File: src/rtl/core/pcwc_pkg.sv
// Shared types, register codes and CRC byte-step functions for the packet CRC window checker.
`default_nettype none

package pcwc_pkg;

	localparam int unsigned POS_W = 17;
	localparam logic [POS_W-1:0] POS_MAX = {POS_W{1'b1}};

	localparam logic [15:0] CRC16_POLY = 16'hA001;
	localparam logic [15:0] CRC16_INIT = 16'hFFFF;
	localparam logic [31:0] CRC32_POLY = 32'hEDB88320;
	localparam logic [31:0] CRC32_INIT = 32'hFFFFFFFF;

	localparam logic [7:0] SIZE_CRC16 = 8'd2;
	localparam logic [7:0] SIZE_CRC32 = 8'd4;

	localparam int unsigned CFG_IDX_W = 2;
	localparam int unsigned CFG_DATA_W = 16;

	typedef enum logic [CFG_IDX_W-1:0] {
		REG_CHECKSUM_ENABLE = 2'd0,
		REG_WINDOW_OFFSET   = 2'd1,
		REG_WINDOW_SIZE     = 2'd2
	} cfg_reg_t;

	typedef struct packed {
		logic [7:0] data_byte;
		logic       last_byte;
	} in_item_t;

	typedef struct packed {
		logic [31:0] computed_crc;
		logic [31:0] stored_crc;
		logic        insert_valid;
		logic        checksum_ok;
		logic        too_short;
	} out_item_t;

	typedef struct packed {
		logic        checksum_enable;
		logic [15:0] window_offset;
		logic [7:0]  window_size;
	} cfg_t;

	// One byte of reflected CRC-16/MODBUS.
	function automatic logic [15:0] crc16_byte(input logic [15:0] crc, input logic [7:0] b);
		logic [15:0] c;
		c = crc ^ {8'h00, b};
		for (int i = 0; i < 8; i++) begin
			c = c[0] ? ((c >> 1) ^ CRC16_POLY) : (c >> 1);
		end
		return c;
	endfunction

	// One byte of reflected CRC-32.
	function automatic logic [31:0] crc32_byte(input logic [31:0] crc, input logic [7:0] b);
		logic [31:0] c;
		c = crc ^ {24'h000000, b};
		for (int i = 0; i < 8; i++) begin
			c = c[0] ? ((c >> 1) ^ CRC32_POLY) : (c >> 1);
		end
		return c;
	endfunction

endpackage

`default_nettype wire

File: src/rtl/core/pcwc_datapath.sv
// Packet state registers and the per-byte CRC, window capture and verdict logic.
`default_nettype none

module pcwc_datapath (
	input  wire logic               clk,
	input  wire logic               arst_n,
	input  wire pcwc_pkg::cfg_t     cfg,
	input  wire logic               step,
	input  wire pcwc_pkg::in_item_t item,
	output pcwc_pkg::out_item_t     result
);
	import pcwc_pkg::*;

	logic [31:0]      crc_q;
	logic [POS_W-1:0] pos_q;
	logic [31:0]      cap_q;

	logic             size2;
	logic             size4;
	logic [POS_W-1:0] wend;
	logic [POS_W-1:0] rel;
	logic             in_win;
	logic [31:0]      crc_base;
	logic [31:0]      crc_next;
	logic [31:0]      cap_next;
	logic [POS_W:0]   pos_inc;
	logic             short;
	logic [31:0]      computed;

	assign size2 = (cfg.window_size == SIZE_CRC16);
	assign size4 = (cfg.window_size == SIZE_CRC32);
	assign wend  = {1'b0, cfg.window_offset} + {{(POS_W-8){1'b0}}, cfg.window_size};
	assign rel   = pos_q - {1'b0, cfg.window_offset};
	assign in_win = (pos_q >= {1'b0, cfg.window_offset}) && (pos_q < wend);

	// Seed the CRC at the first byte, then advance it unless the byte is in the window
	always_comb begin
		if (pos_q == '0) begin
			crc_base = size4 ? CRC32_INIT : {16'h0000, CRC16_INIT};
		end else begin
			crc_base = crc_q;
		end
		if (in_win) begin
			crc_next = crc_base;
		end else if (size4) begin
			crc_next = crc32_byte(crc_base, item.data_byte);
		end else begin
			crc_next = {16'h0000, crc16_byte(crc_base[15:0], item.data_byte)};
		end
	end

	// Capture the first four window bytes little-endian
	always_comb begin
		cap_next = cap_q;
		if (in_win && (rel[POS_W-1:2] == '0)) begin
			cap_next = cap_q | ({24'h000000, item.data_byte} << {rel[1:0], 3'b000});
		end
	end

	assign pos_inc = {1'b0, pos_q} + {{POS_W{1'b0}}, 1'b1};
	assign short   = pos_inc < {1'b0, wend};

	// Form the result for the last byte
	always_comb begin
		if (size4) begin
			computed = ~crc_next;
		end else if (size2) begin
			computed = {16'h0000, crc_next[15:0]};
		end else begin
			computed = '0;
		end
		if (!cfg.checksum_enable) begin
			result.computed_crc = '0;
			result.stored_crc   = '0;
			result.too_short    = 1'b0;
			result.insert_valid = 1'b0;
			result.checksum_ok  = 1'b1;
		end else begin
			result.computed_crc = computed;
			result.stored_crc   = cap_next;
			result.too_short    = short;
			result.insert_valid = (size2 || size4) && !short;
			if (short) begin
				result.checksum_ok = 1'b0;
			end else if (size2) begin
				result.checksum_ok = (computed[15:0] == cap_next[15:0]);
			end else if (size4) begin
				result.checksum_ok = (computed == cap_next);
			end else begin
				result.checksum_ok = 1'b1;
			end
		end
	end

	// Advance packet state; return to packet start after the last byte
	always_ff @(posedge clk or negedge arst_n) begin
		if (!arst_n) begin
			crc_q <= {16'h0000, CRC16_INIT};
			pos_q <= '0;
			cap_q <= '0;
		end else if (step) begin
			if (item.last_byte) begin
				crc_q <= size4 ? CRC32_INIT : {16'h0000, CRC16_INIT};
				pos_q <= '0;
				cap_q <= '0;
			end else begin
				crc_q <= crc_next;
				cap_q <= cap_next;
				if (pos_q != POS_MAX) begin
					pos_q <= pos_inc[POS_W-1:0];
				end
			end
		end
	end

	a_last_restarts: assert property (@(posedge clk) disable iff (!arst_n)
		step && item.last_byte |=> (pos_q == '0) && (cap_q == '0))
		else $error("packet state not cleared after last byte");

	a_pos_advances: assert property (@(posedge clk) disable iff (!arst_n)
		step && !item.last_byte && (pos_q != POS_MAX) |=> pos_q == $past(pos_q) + 1'b1)
		else $error("byte position did not advance");

	a_idle_holds: assert property (@(posedge clk) disable iff (!arst_n)
		!step |=> $stable(pos_q) && $stable(crc_q) && $stable(cap_q))
		else $error("packet state changed without a byte");

endmodule

`default_nettype wire

File: src/rtl/core/pcwc_out_reg.sv
// Result register that holds one verdict until the downstream side takes it.
`default_nettype none

module pcwc_out_reg (
	input  wire logic                clk,
	input  wire logic                arst_n,
	input  wire logic                load,
	input  wire pcwc_pkg::out_item_t load_data,
	output logic                     free,
	output logic                     out_valid,
	input  wire logic                out_ready,
	output pcwc_pkg::out_item_t      out_data
);
	import pcwc_pkg::*;

	logic      valid_q;
	out_item_t data_q;

	assign free      = !valid_q || out_ready;
	assign out_valid = valid_q;
	assign out_data  = data_q;

	// Hold the valid flag until the transaction completes
	always_ff @(posedge clk or negedge arst_n) begin
		if (!arst_n) begin
			valid_q <= 1'b0;
		end else if (free) begin
			valid_q <= load;
		end
	end

	// Load the payload only into a free slot
	always_ff @(posedge clk) begin
		if (free && load) begin
			data_q <= load_data;
		end
	end

endmodule

`default_nettype wire

File: src/rtl/core/packet_crc_window_checker_top.sv
// Top level: configuration registers, input register, packet datapath and result register.
// A result is registered in the result register as its last byte leaves the input register, then shows on out_data.
// Throughput: one byte per cycle except while a last byte stalls, set by the combinational CRC byte step feeding crc_q.
// A held result stalls bytes only when the next byte in the input register is a last byte.
// Reset clears enable and offset, sets window size to 2 and empties both stages.
// cfg_ready is always high; a write to an unlisted index is taken and ignored.
`default_nettype none

module packet_crc_window_checker_top (
	input  wire logic                                clk,
	input  wire logic                                arst_n,
	input  wire logic                                cfg_valid,
	output logic                                     cfg_ready,
	input  wire logic [pcwc_pkg::CFG_IDX_W-1:0]      cfg_index,
	input  wire logic [pcwc_pkg::CFG_DATA_W-1:0]     cfg_data,
	input  wire logic                                in_valid,
	output logic                                     in_ready,
	input  wire pcwc_pkg::in_item_t                  in_data,
	output logic                                     out_valid,
	input  wire logic                                out_ready,
	output pcwc_pkg::out_item_t                      out_data
);
	import pcwc_pkg::*;

	cfg_t      cfg_q;
	logic      s1_valid;
	in_item_t  s1_item;
	out_item_t result;
	logic      out_free;
	logic      advance;

	assign cfg_ready = 1'b1;

	// Write configuration registers
	always_ff @(posedge clk or negedge arst_n) begin
		if (!arst_n) begin
			cfg_q.checksum_enable <= 1'b0;
			cfg_q.window_offset   <= '0;
			cfg_q.window_size     <= SIZE_CRC16;
		end else if (cfg_valid) begin
			unique case (cfg_reg_t'(cfg_index))
				REG_CHECKSUM_ENABLE: cfg_q.checksum_enable <= cfg_data[0];
				REG_WINDOW_OFFSET:   cfg_q.window_offset   <= cfg_data;
				REG_WINDOW_SIZE:     cfg_q.window_size     <= cfg_data[7:0];
				default: ;
			endcase
		end
	end

	// Advance the input stage unless a last byte meets a full result register
	assign advance  = s1_valid && (!s1_item.last_byte || out_free);
	assign in_ready = !s1_valid || advance;

	always_ff @(posedge clk or negedge arst_n) begin
		if (!arst_n) begin
			s1_valid <= 1'b0;
		end else if (in_ready) begin
			s1_valid <= in_valid;
		end
	end

	always_ff @(posedge clk) begin
		if (in_ready && in_valid) begin
			s1_item <= in_data;
		end
	end

	pcwc_datapath u_datapath (
		.clk    (clk),
		.arst_n (arst_n),
		.cfg    (cfg_q),
		.step   (advance),
		.item   (s1_item),
		.result (result)
	);

	pcwc_out_reg u_out_reg (
		.clk       (clk),
		.arst_n    (arst_n),
		.load      (advance && s1_item.last_byte),
		.load_data (result),
		.free      (out_free),
		.out_valid (out_valid),
		.out_ready (out_ready),
		.out_data  (out_data)
	);

	a_no_overwrite: assert property (@(posedge clk) disable iff (!arst_n)
		out_valid && !out_ready |=> out_valid && $stable(out_data))
		else $error("held result overwritten");

	a_stall_only_on_last: assert property (@(posedge clk) disable iff (!arst_n)
		s1_valid && !advance |-> s1_item.last_byte && out_valid && !out_ready)
		else $error("input stage stalled without cause");

	a_empty_takes_input: assert property (@(posedge clk) disable iff (!arst_n)
		!s1_valid |-> in_ready)
		else $error("empty input stage refused a transaction");

endmodule

`default_nettype wire
File: config.mk
export PLATFORM = sky130hd
export DESIGN_NAME = packet_crc_window_checker_top
export DESIGN_NICKNAME = d
export VERILOG_FILES = /design/src/rtl/core/pcwc_pkg.sv /design/src/rtl/core/pcwc_datapath.sv /design/src/rtl/core/pcwc_out_reg.sv /design/src/rtl/core/packet_crc_window_checker_top.sv
export SDC_FILE = /design/constraint.sdc
export NUM_CORES = 1
export LEC_CHECK = 0
export BUFFER_PORTS_ARGS = -buffer_cell sky130_fd_sc_hd__buf_4
export CORE_ASPECT_RATIO = 1.2
export CORE_UTILIZATION = 55
export DETAILED_ROUTE_END_ITERATION = 8
export PLACE_DENSITY = 0.82
export SLEW_MARGIN = 20
export SYNTH_ARGS = -nofsm -noshare
export SYNTH_HDL_FRONTEND = slang
export SYNTH_SLANG_ARGS = --single-unit
File: constraint.sdc
create_clock -name clk -period 5.1 [get_ports clk]
set_input_delay 0.51 -clock clk [delete_from_list [all_inputs] [get_ports clk]]
set_output_delay 0.51 -clock clk [all_outputs]
set_load 0.02 [all_outputs]
=== Yosys cells after proc, flatten, opt, wreduce, memory -nomap -nowiden ===
Index checks and enable logic that the tools add are counted.

* Word-level logic and storage cells: 102
* Register bits: 184
* Output and inout bits: 70

* Equality and inequality tests: 7
* Shifts and indexed selects: 1
* Magnitude comparators: 3
* Reduce and logical (&&, ||, !) cells: 23
* Bitwise logic cells: 20
* Add/sub/neg operators: 3
* Multiplexer cells: 30

{| class="wikitable"
|+ Operators by type and width
! kind !! count
|-
| $mux W32 || 16
|-
| $mux W16 || 9
|-
| $not A13 Y14 || 8
|-
| $mux W17 || 2
|-
| $eq A32 B32 Y1 || 1
|-
| $not A32 Y32 || 1
|-
| $or A32 B32 Y32 || 1
|-
| $shl A8 B5 Y32 || 1
|-
| $xor A32 B8 Y32 || 1
|-
| $not A2 Y3 || 8
|-
| $add A17 B1 Y18 const B || 1
|-
| $lt A18 B17 Y1 || 1
|-
| $add A16 B8 Y17 || 1
|-
| $ge A17 B16 Y1 || 1
|-
| $logic_not A17 Y1 || 1
|-
| $lt A17 B17 Y1 || 1
|-
| $ne A17 B17 Y1 const B || 1
|-
| $sub A17 B16 Y17 || 1
|-
| $eq A16 B16 Y1 || 1
|-
| $xor A16 B8 Y16 || 1
|-
| $logic_not A15 Y1 || 1
|-
| $eq A8 B2 Y1 const B || 1
|-
| $eq A8 B3 Y1 const B || 1
|-
| $reduce_and A2 Y1 || 4
|-
| 8 further kinds || 22
|}

=== Logic depth before layout (Yosys ltp) ===
* Depth in word-level cells: 28
* Mapped depth: 26

=== Cells and area by module ===
A second synthesis with hierarchy kept.

* Cell total of the unflattened synthesis: 1441
* Area total of the unflattened synthesis: 13317.8 um2

{| class="wikitable"
|+ By module, submodules not included
! module !! cells an instance !! sequential area each (um2) !! times used !! area an instance (um2)
|-
| pcwc_datapath || 1298 || 2047.0 || 1 || 9912.0
|-
| pcwc_out_reg || 71 || 2037.0 || 1 || 2065.7
|-
| packet_crc_window_checker_top || 72 || 922.1 || 1 || 1340.0
|}

=== Least setup slack after synthesis ===
Ideal clock, no wire load.

* Path kind: flip-flop to flip-flop
* Start: reg cfg_q[0] (netlist bit)
* End: reg u_out_reg.data_q (netlist bit u_out_reg.out_data[1]) (data pin)
* Clock period less this slack: 5322 ps
* Cell stages (with the launch flop): 26
* Path slack: -222 ps
* Data arrival time: 5152 ps
* Path through: dfrtp_1 ha_1 fa_1 a21o_1 a21oi_1 o21bai_1 a21oi_1 o21bai_1 a21oi_1 nor4_1 xnor2_1 ha_1 nand4_1 nor2_1 o221ai_1 o41a_1 nand2_1 buf_2 buf_1 nand2_1 o31ai_1 mux2i_1 xor2_1 nor4_1 nand4_1 a311oi_2

* Word-level cells in the longest chain between the ends: 26
* Elaborated cells between the ends (all ways): 37
* Classes of those cells: add/sub (1); order compare (2); eq/ne (4); mux (18); bitwise (10); reduce/logical (2)

{| class="wikitable"
|+ Ends and longest elaborated chain
! item !! line !! text
|-
| from (decl) || packet_crc_window_checker_top.sv:25 || <nowiki>cfg_t cfg_q;</nowiki>
|-
| $eq A8 B3 Y1 || pcwc_datapath.sv:31 || <nowiki>assign size4 = (cfg.window_size == SIZE_CRC32);</nowiki>
|-
| $mux W32 || pcwc_datapath.sv:39 || <nowiki>crc_base = size4 ? CRC32_INIT : {16'h0000, CRC16_INIT};</nowiki>
|-
| $mux W32 || pcwc_datapath.sv:38 || <nowiki>if (pos_q == '0) begin</nowiki>
|-
| $xor A32 B8 Y32 || pcwc_pkg.sv:58 || <nowiki>c = crc ^ {24'h000000, b};</nowiki>
|-
| $not A13 Y14 (no source line) || n/a ||
|-
| $mux W32 || pcwc_pkg.sv:60 || <nowiki>c = c[0] ? ((c >> 1) ^ CRC32_POLY) : (c >> 1);</nowiki>
|-
| $mux W32 or $not A13 Y14 (tied branches) || n/a ||
|-
| $not A13 Y14 (no source line) or $mux W32 (tied branches) || n/a ||
|-
| [... 10 more ...] || n/a ||
|-
| $mux W32 || pcwc_datapath.sv:45 || <nowiki>end else if (size4) begin</nowiki>
|-
| $mux W32 || pcwc_datapath.sv:43 || <nowiki>if (in_win) begin</nowiki>
|-
| $not A32 Y32 || pcwc_datapath.sv:66 || <nowiki>computed = ~crc_next;</nowiki>
|-
| $mux W32 || pcwc_datapath.sv:65 || <nowiki>if (size4) begin</nowiki>
|-
| $eq A32 B32 Y1 || pcwc_datapath.sv:88 || <nowiki>result.checksum_ok = (computed == cap_next);</nowiki>
|-
| $mux W1 || pcwc_datapath.sv:87 || <nowiki>end else if (size4) begin</nowiki>
|-
| $mux W1 || pcwc_datapath.sv:85 || <nowiki>end else if (size2) begin</nowiki>
|-
| $mux W1 (*) || pcwc_datapath.sv:83 || <nowiki>if (short) begin</nowiki>
|-
| to (signal assigned) || pcwc_out_reg.sv:35 || <nowiki>data_q <= load_data;</nowiki>
|-
| to (decl) || pcwc_out_reg.sv:17 || <nowiki>out_item_t data_q;</nowiki>
|}

Every way passes the cells marked *; elsewhere a longest branch is shown, timed or not.
A chain may end at the register's enable or synchronous reset.

=== Final worst setup path ===
* Start: reg cfg_q[8] (netlist bit)
* End: reg u_out_reg.data_q (netlist bit u_out_reg.out_data[1]) (data pin)

* Word-level cells in the longest chain between the ends: 10
* Elaborated cells between the ends (all ways): 20
* Classes of those cells: add/sub (2); order compare (3); eq/ne (2); shift (1); mux (7); bitwise (2); reduce/logical (3)

{| class="wikitable"
|+ Ends and longest elaborated chain
! item !! line !! text
|-
| $add A16 B8 Y17 || pcwc_datapath.sv:32 || <nowiki>assign wend = {1'b0, cfg.window_offset} + {{(POS_W-8){1'b0}}, cfg.window_size};</nowiki>
|-
| $lt A17 B17 Y1 || pcwc_datapath.sv:34 || <nowiki>assign in_win = (pos_q >= {1'b0, cfg.window_offset}) && (pos_q < wend);</nowiki>
|-
| $logic_and A1 B1 Y1 || pcwc_datapath.sv:34 ||
|-
| $mux W32 || pcwc_datapath.sv:43 ||
|-
| $mux W16 or $not A32 Y32 (tied branches) || pcwc_datapath.sv:67, pcwc_datapath.sv:66 ||
|-
| $mux W32 || pcwc_datapath.sv:65 ||
|-
| $eq A32 B32 Y1 || pcwc_datapath.sv:88 ||
|-
| $mux W1 || pcwc_datapath.sv:87 ||
|-
| $mux W1 || pcwc_datapath.sv:85 ||
|-
| $mux W1 (*) || pcwc_datapath.sv:83 ||
|}

Marks and branches as above.

==> metrics.txt <==
worst hold margin=between 90 and 100 ps; Post-DRT Antenna Nets=0; xor/xnor cell area share of the yosys netlist=12.58%; DIE AREA=0.02408 mm^2; PnR worst setup slack=-469.2 ps; area fraction of the dominant cell type after synthesis=17.68%; final setup violation count=1; Root Buffer=clkbuf_16; Worst Setup End Kind=flop; EDFF count, synth=76; vias in the first global route=about 12000; mux share of post-synthesis cell area=about 4.2%; Crit Path Category=flop to flop; WL per Instance=~22 um; Final Max Slew Viols=0; worst slew pin tran=about 980 ps; largest family of logic cells by synthesized area=compound AO/OA/AOI/OAI gates; adder and majority cell fraction of the synthesized area=under 10%; total number of H-tree levels=4; setup repair after global routing missed its margin=yes; die height=~170 um; Synth Flop Type=dfrtp_1; Initial DRT Pass Iterations=5; hold crit path type=input pin to asynchronous set/reset pin; via count=12260; Inserted Clock Buffers=17; arrival time worst endpoint=approximately 6000 ps; RePlAce Congestion=slightly below 1; Layout area overhead=25.57%; PD cells=around 370 mW/mm^2; clock buffer depth=2; P_leak=around 6.9 nW; ratio of cells with drive above 1 in the final layout=about a quarter; Placed Cells=roughly 1900; post-DP HPWL=roughly 31000 um; clock latency on the worst-skew pair=between 400 and 500 ps; synth unique cells=80; min Tclk post-route=around 5600 ps; Tcrit/Tclk final=109.2%; Ys Warns=0; Core Util, Final=a little over two thirds; Area contributors post-synth=edfxtp_1 (18%), dfrtp_1 (18%), xnor2_1 (8.8%), ha_1 (5.5%), nor2_1 (5.5%); vias per std cell=slightly above 6; Iteration-0 DRC Markers=approximately 1100; core area=between 0.02 and 0.025 mm^2; Initial Utilization=around 56%; top-count cell post-synth=nor2_1; Fin Clk Skew=between 15 and 20 ps; total track usage=35.80%; Die X=around 140 um; worst-path maximum fanout=11; max-cap violation count=0; Simple-Gate Fraction of Synth Area=about 17%; number of remaining DRC errors=0; IO Pins=~100; asr flop ratio synth=58.70%; # diodes=0; Synth Area in Compound Gates=between 10% and 20%; slew margin rel.=about a third; mapped cell area=0.01290 mm^2; clock slew at reported path FFs=~80 ps; violated checks=setup timing; I/O Buffers=100; Final Non-Filler Cells=between 1500 and 2000; largest net degree at the start of global routing=82; clock sinks=~180; initial antenna violation count=0; final hold violations=0; synthesized flop and latch total=about 180; GRT Residual Overflow=0; syn avg cell area=between 9 and 10 um^2; most frequent cells after synthesis=nor2_1 (189), xnor2_1 (130), a21oi_1 (108); CTS tree=yes; site row count=61; Mapped Nets=1512; Max Freq=approximately 0.18 GHz; cell taking the most area after synthesis=edfxtp_1; Req. time, crit path=around 5400 ps; first-pass GRT wire length=approximately 66000 um; Startpoint Class=flop; final wirelength=43140 um; worst vdd rail ir drop=0.0002831 V; nets=approximately 1700; status=finished with violations; Synth Instances=1421; sequential area share after synthesis=between 30% and 40%
==> final cells by class <==
type | instances | area (um^2)
timing repair buffer | 302 | 2366
sequential | 184 | 5006
multi-input combinational | 1107 | 7645
inverter | 43 | 161.4
fill | 1732 | 6922
clock buffer | 17 | 425.4
clock inverter | 15 | 206.4
tap | 315 | 394.1
==> critical path, stage by stage (launching register included) <==
cell and delay, ps:
dfrtp_1 410, ha_2 210, fa_2 340, a21o_1 170, a21oi_2 170, o21bai_2 130, a21oi_2 150, o21bai_1 110
a21oi_2 140, buf_6 130, nor4_2 40, xnor2_1 200, ha_1 300, a21oi_2 120, nor2b_1 50, o21ai_0 140
o211a_1 200, o41a_1 270, nand3_1 170, nor3_1 270, nor3b_2 320, buf_4 230, a21oi_1 120, xor2_1 230
nor4_2 330, nand4_1 170, a311oi_2 280
==> sequential cells by signal, summed over array words and instances (netlist names) <==
name                 count
cfg_q                   25
s1_item                  9
s1_valid                 1
u_datapath.cap_q        32
u_datapath.crc_q        32
u_datapath.pos_q        17
u_out_reg.out_data      67
u_out_reg.out_valid      1
==> cell usage in the layout, fill, tap and decap left out, drive strengths merged, types with 9 or more instances in the layout <==
cell    Yosys  layout
o31ai      11      11
xor2       51      51
mux2i      24      24
nor2      189     189
o21a       17      17
nand2      86      86
a21oi     109     109
o21ai      96      96
dfrtp      91      91
nor3       25      25
inv        42      52
buf        23     300
ha         57      57
nand4      16      16
a31oi      35      35
nor2b       9       9
mux2       27      27
nand3      30      30
clkbuf     64      19
edfxtp     76      76
nand2b     10      10
a21o       17      17
o211ai     11      11
and3       15      15
xnor2     131     131
dfstp      17      17
nor4       17      17
and2       12      12
==> final timing paths <==
kind / start / end / slack (ps) / cells after the start
max: cfg_q[8] / u_out_reg.out_data[1] / -470 / 26
min: arst_n / u_datapath.crc_q[23] / 100 / 1
min reg2reg: u_datapath.cap_q[25] / u_datapath.cap_q[25] / 510 / 2
min in group clk: in_data[0] / s1_item[0] / 230 / 1
max in group asynchronous: arst_n / u_datapath.crc_q[14] / 4030 / 2
max reg2reg: cfg_q[8] / u_out_reg.out_data[1] / -470 / 26
==> routing by layer <==
| layer | wire length (um) | GRT usage, % | vias to the layer above |
|---|---|---|---|
| met4 | 3160 | 23.00 | 0 |
| met2 | 21590 | 63.55 | 610 |
| met3 | 2923 | 5.389 | 203 |
| met1 | 15470 | 39.93 | 5885 |
| li1 | - | - | 5564 |
| met5 | 0 | 0 | - |
==> where the power goes <==
part / switching (mW) / internal [mW]
registers: 0.188 / 1.69
logic: 1.53 / 1.18
clock network: 0.727 / 0.684
==> logic make-up (layout without fill, tap and decap cells) <==
| logic type | after synthesis | count (layout) |
|---|---|---|
| other cells | 1 | 1 |
| mux | 51 | 51 |
| fa+ha+maj | 60 | 60 |
| buf+inv | 130 | 377 |
| simple gates | 445 | 445 |
| xor+xnor | 183 | 183 |
| flops | 184 | 184 |
| compound gates | 367 | 367 |
==> repair_timing <==
action / in CTS / in global routing
pin swaps: 18 / 1
gates cloned: 0 / 2
hold buffers: 0 / 0
resized for setup: 30 / 25
setup endpoints to repair: 7 / 12
setup buffers: 11 / 7
==> metrics by stage <==
step                setup slack, ps  cell area [um^2]  setup TNS [ps]  power, mW
floorplan                     4.964             12930               0      3.584
detailed placement           -763.9             15120          -810.6      4.433
finish                       -469.2             16200          -469.2      6.002
CTS                          -207.0             15980          -207.0      5.872
global placement             -454.5             15120          -454.5      4.378
global route                 -661.6             16200           -1173      6.283
No activity file was read; power rests on OpenSTA's default activity.
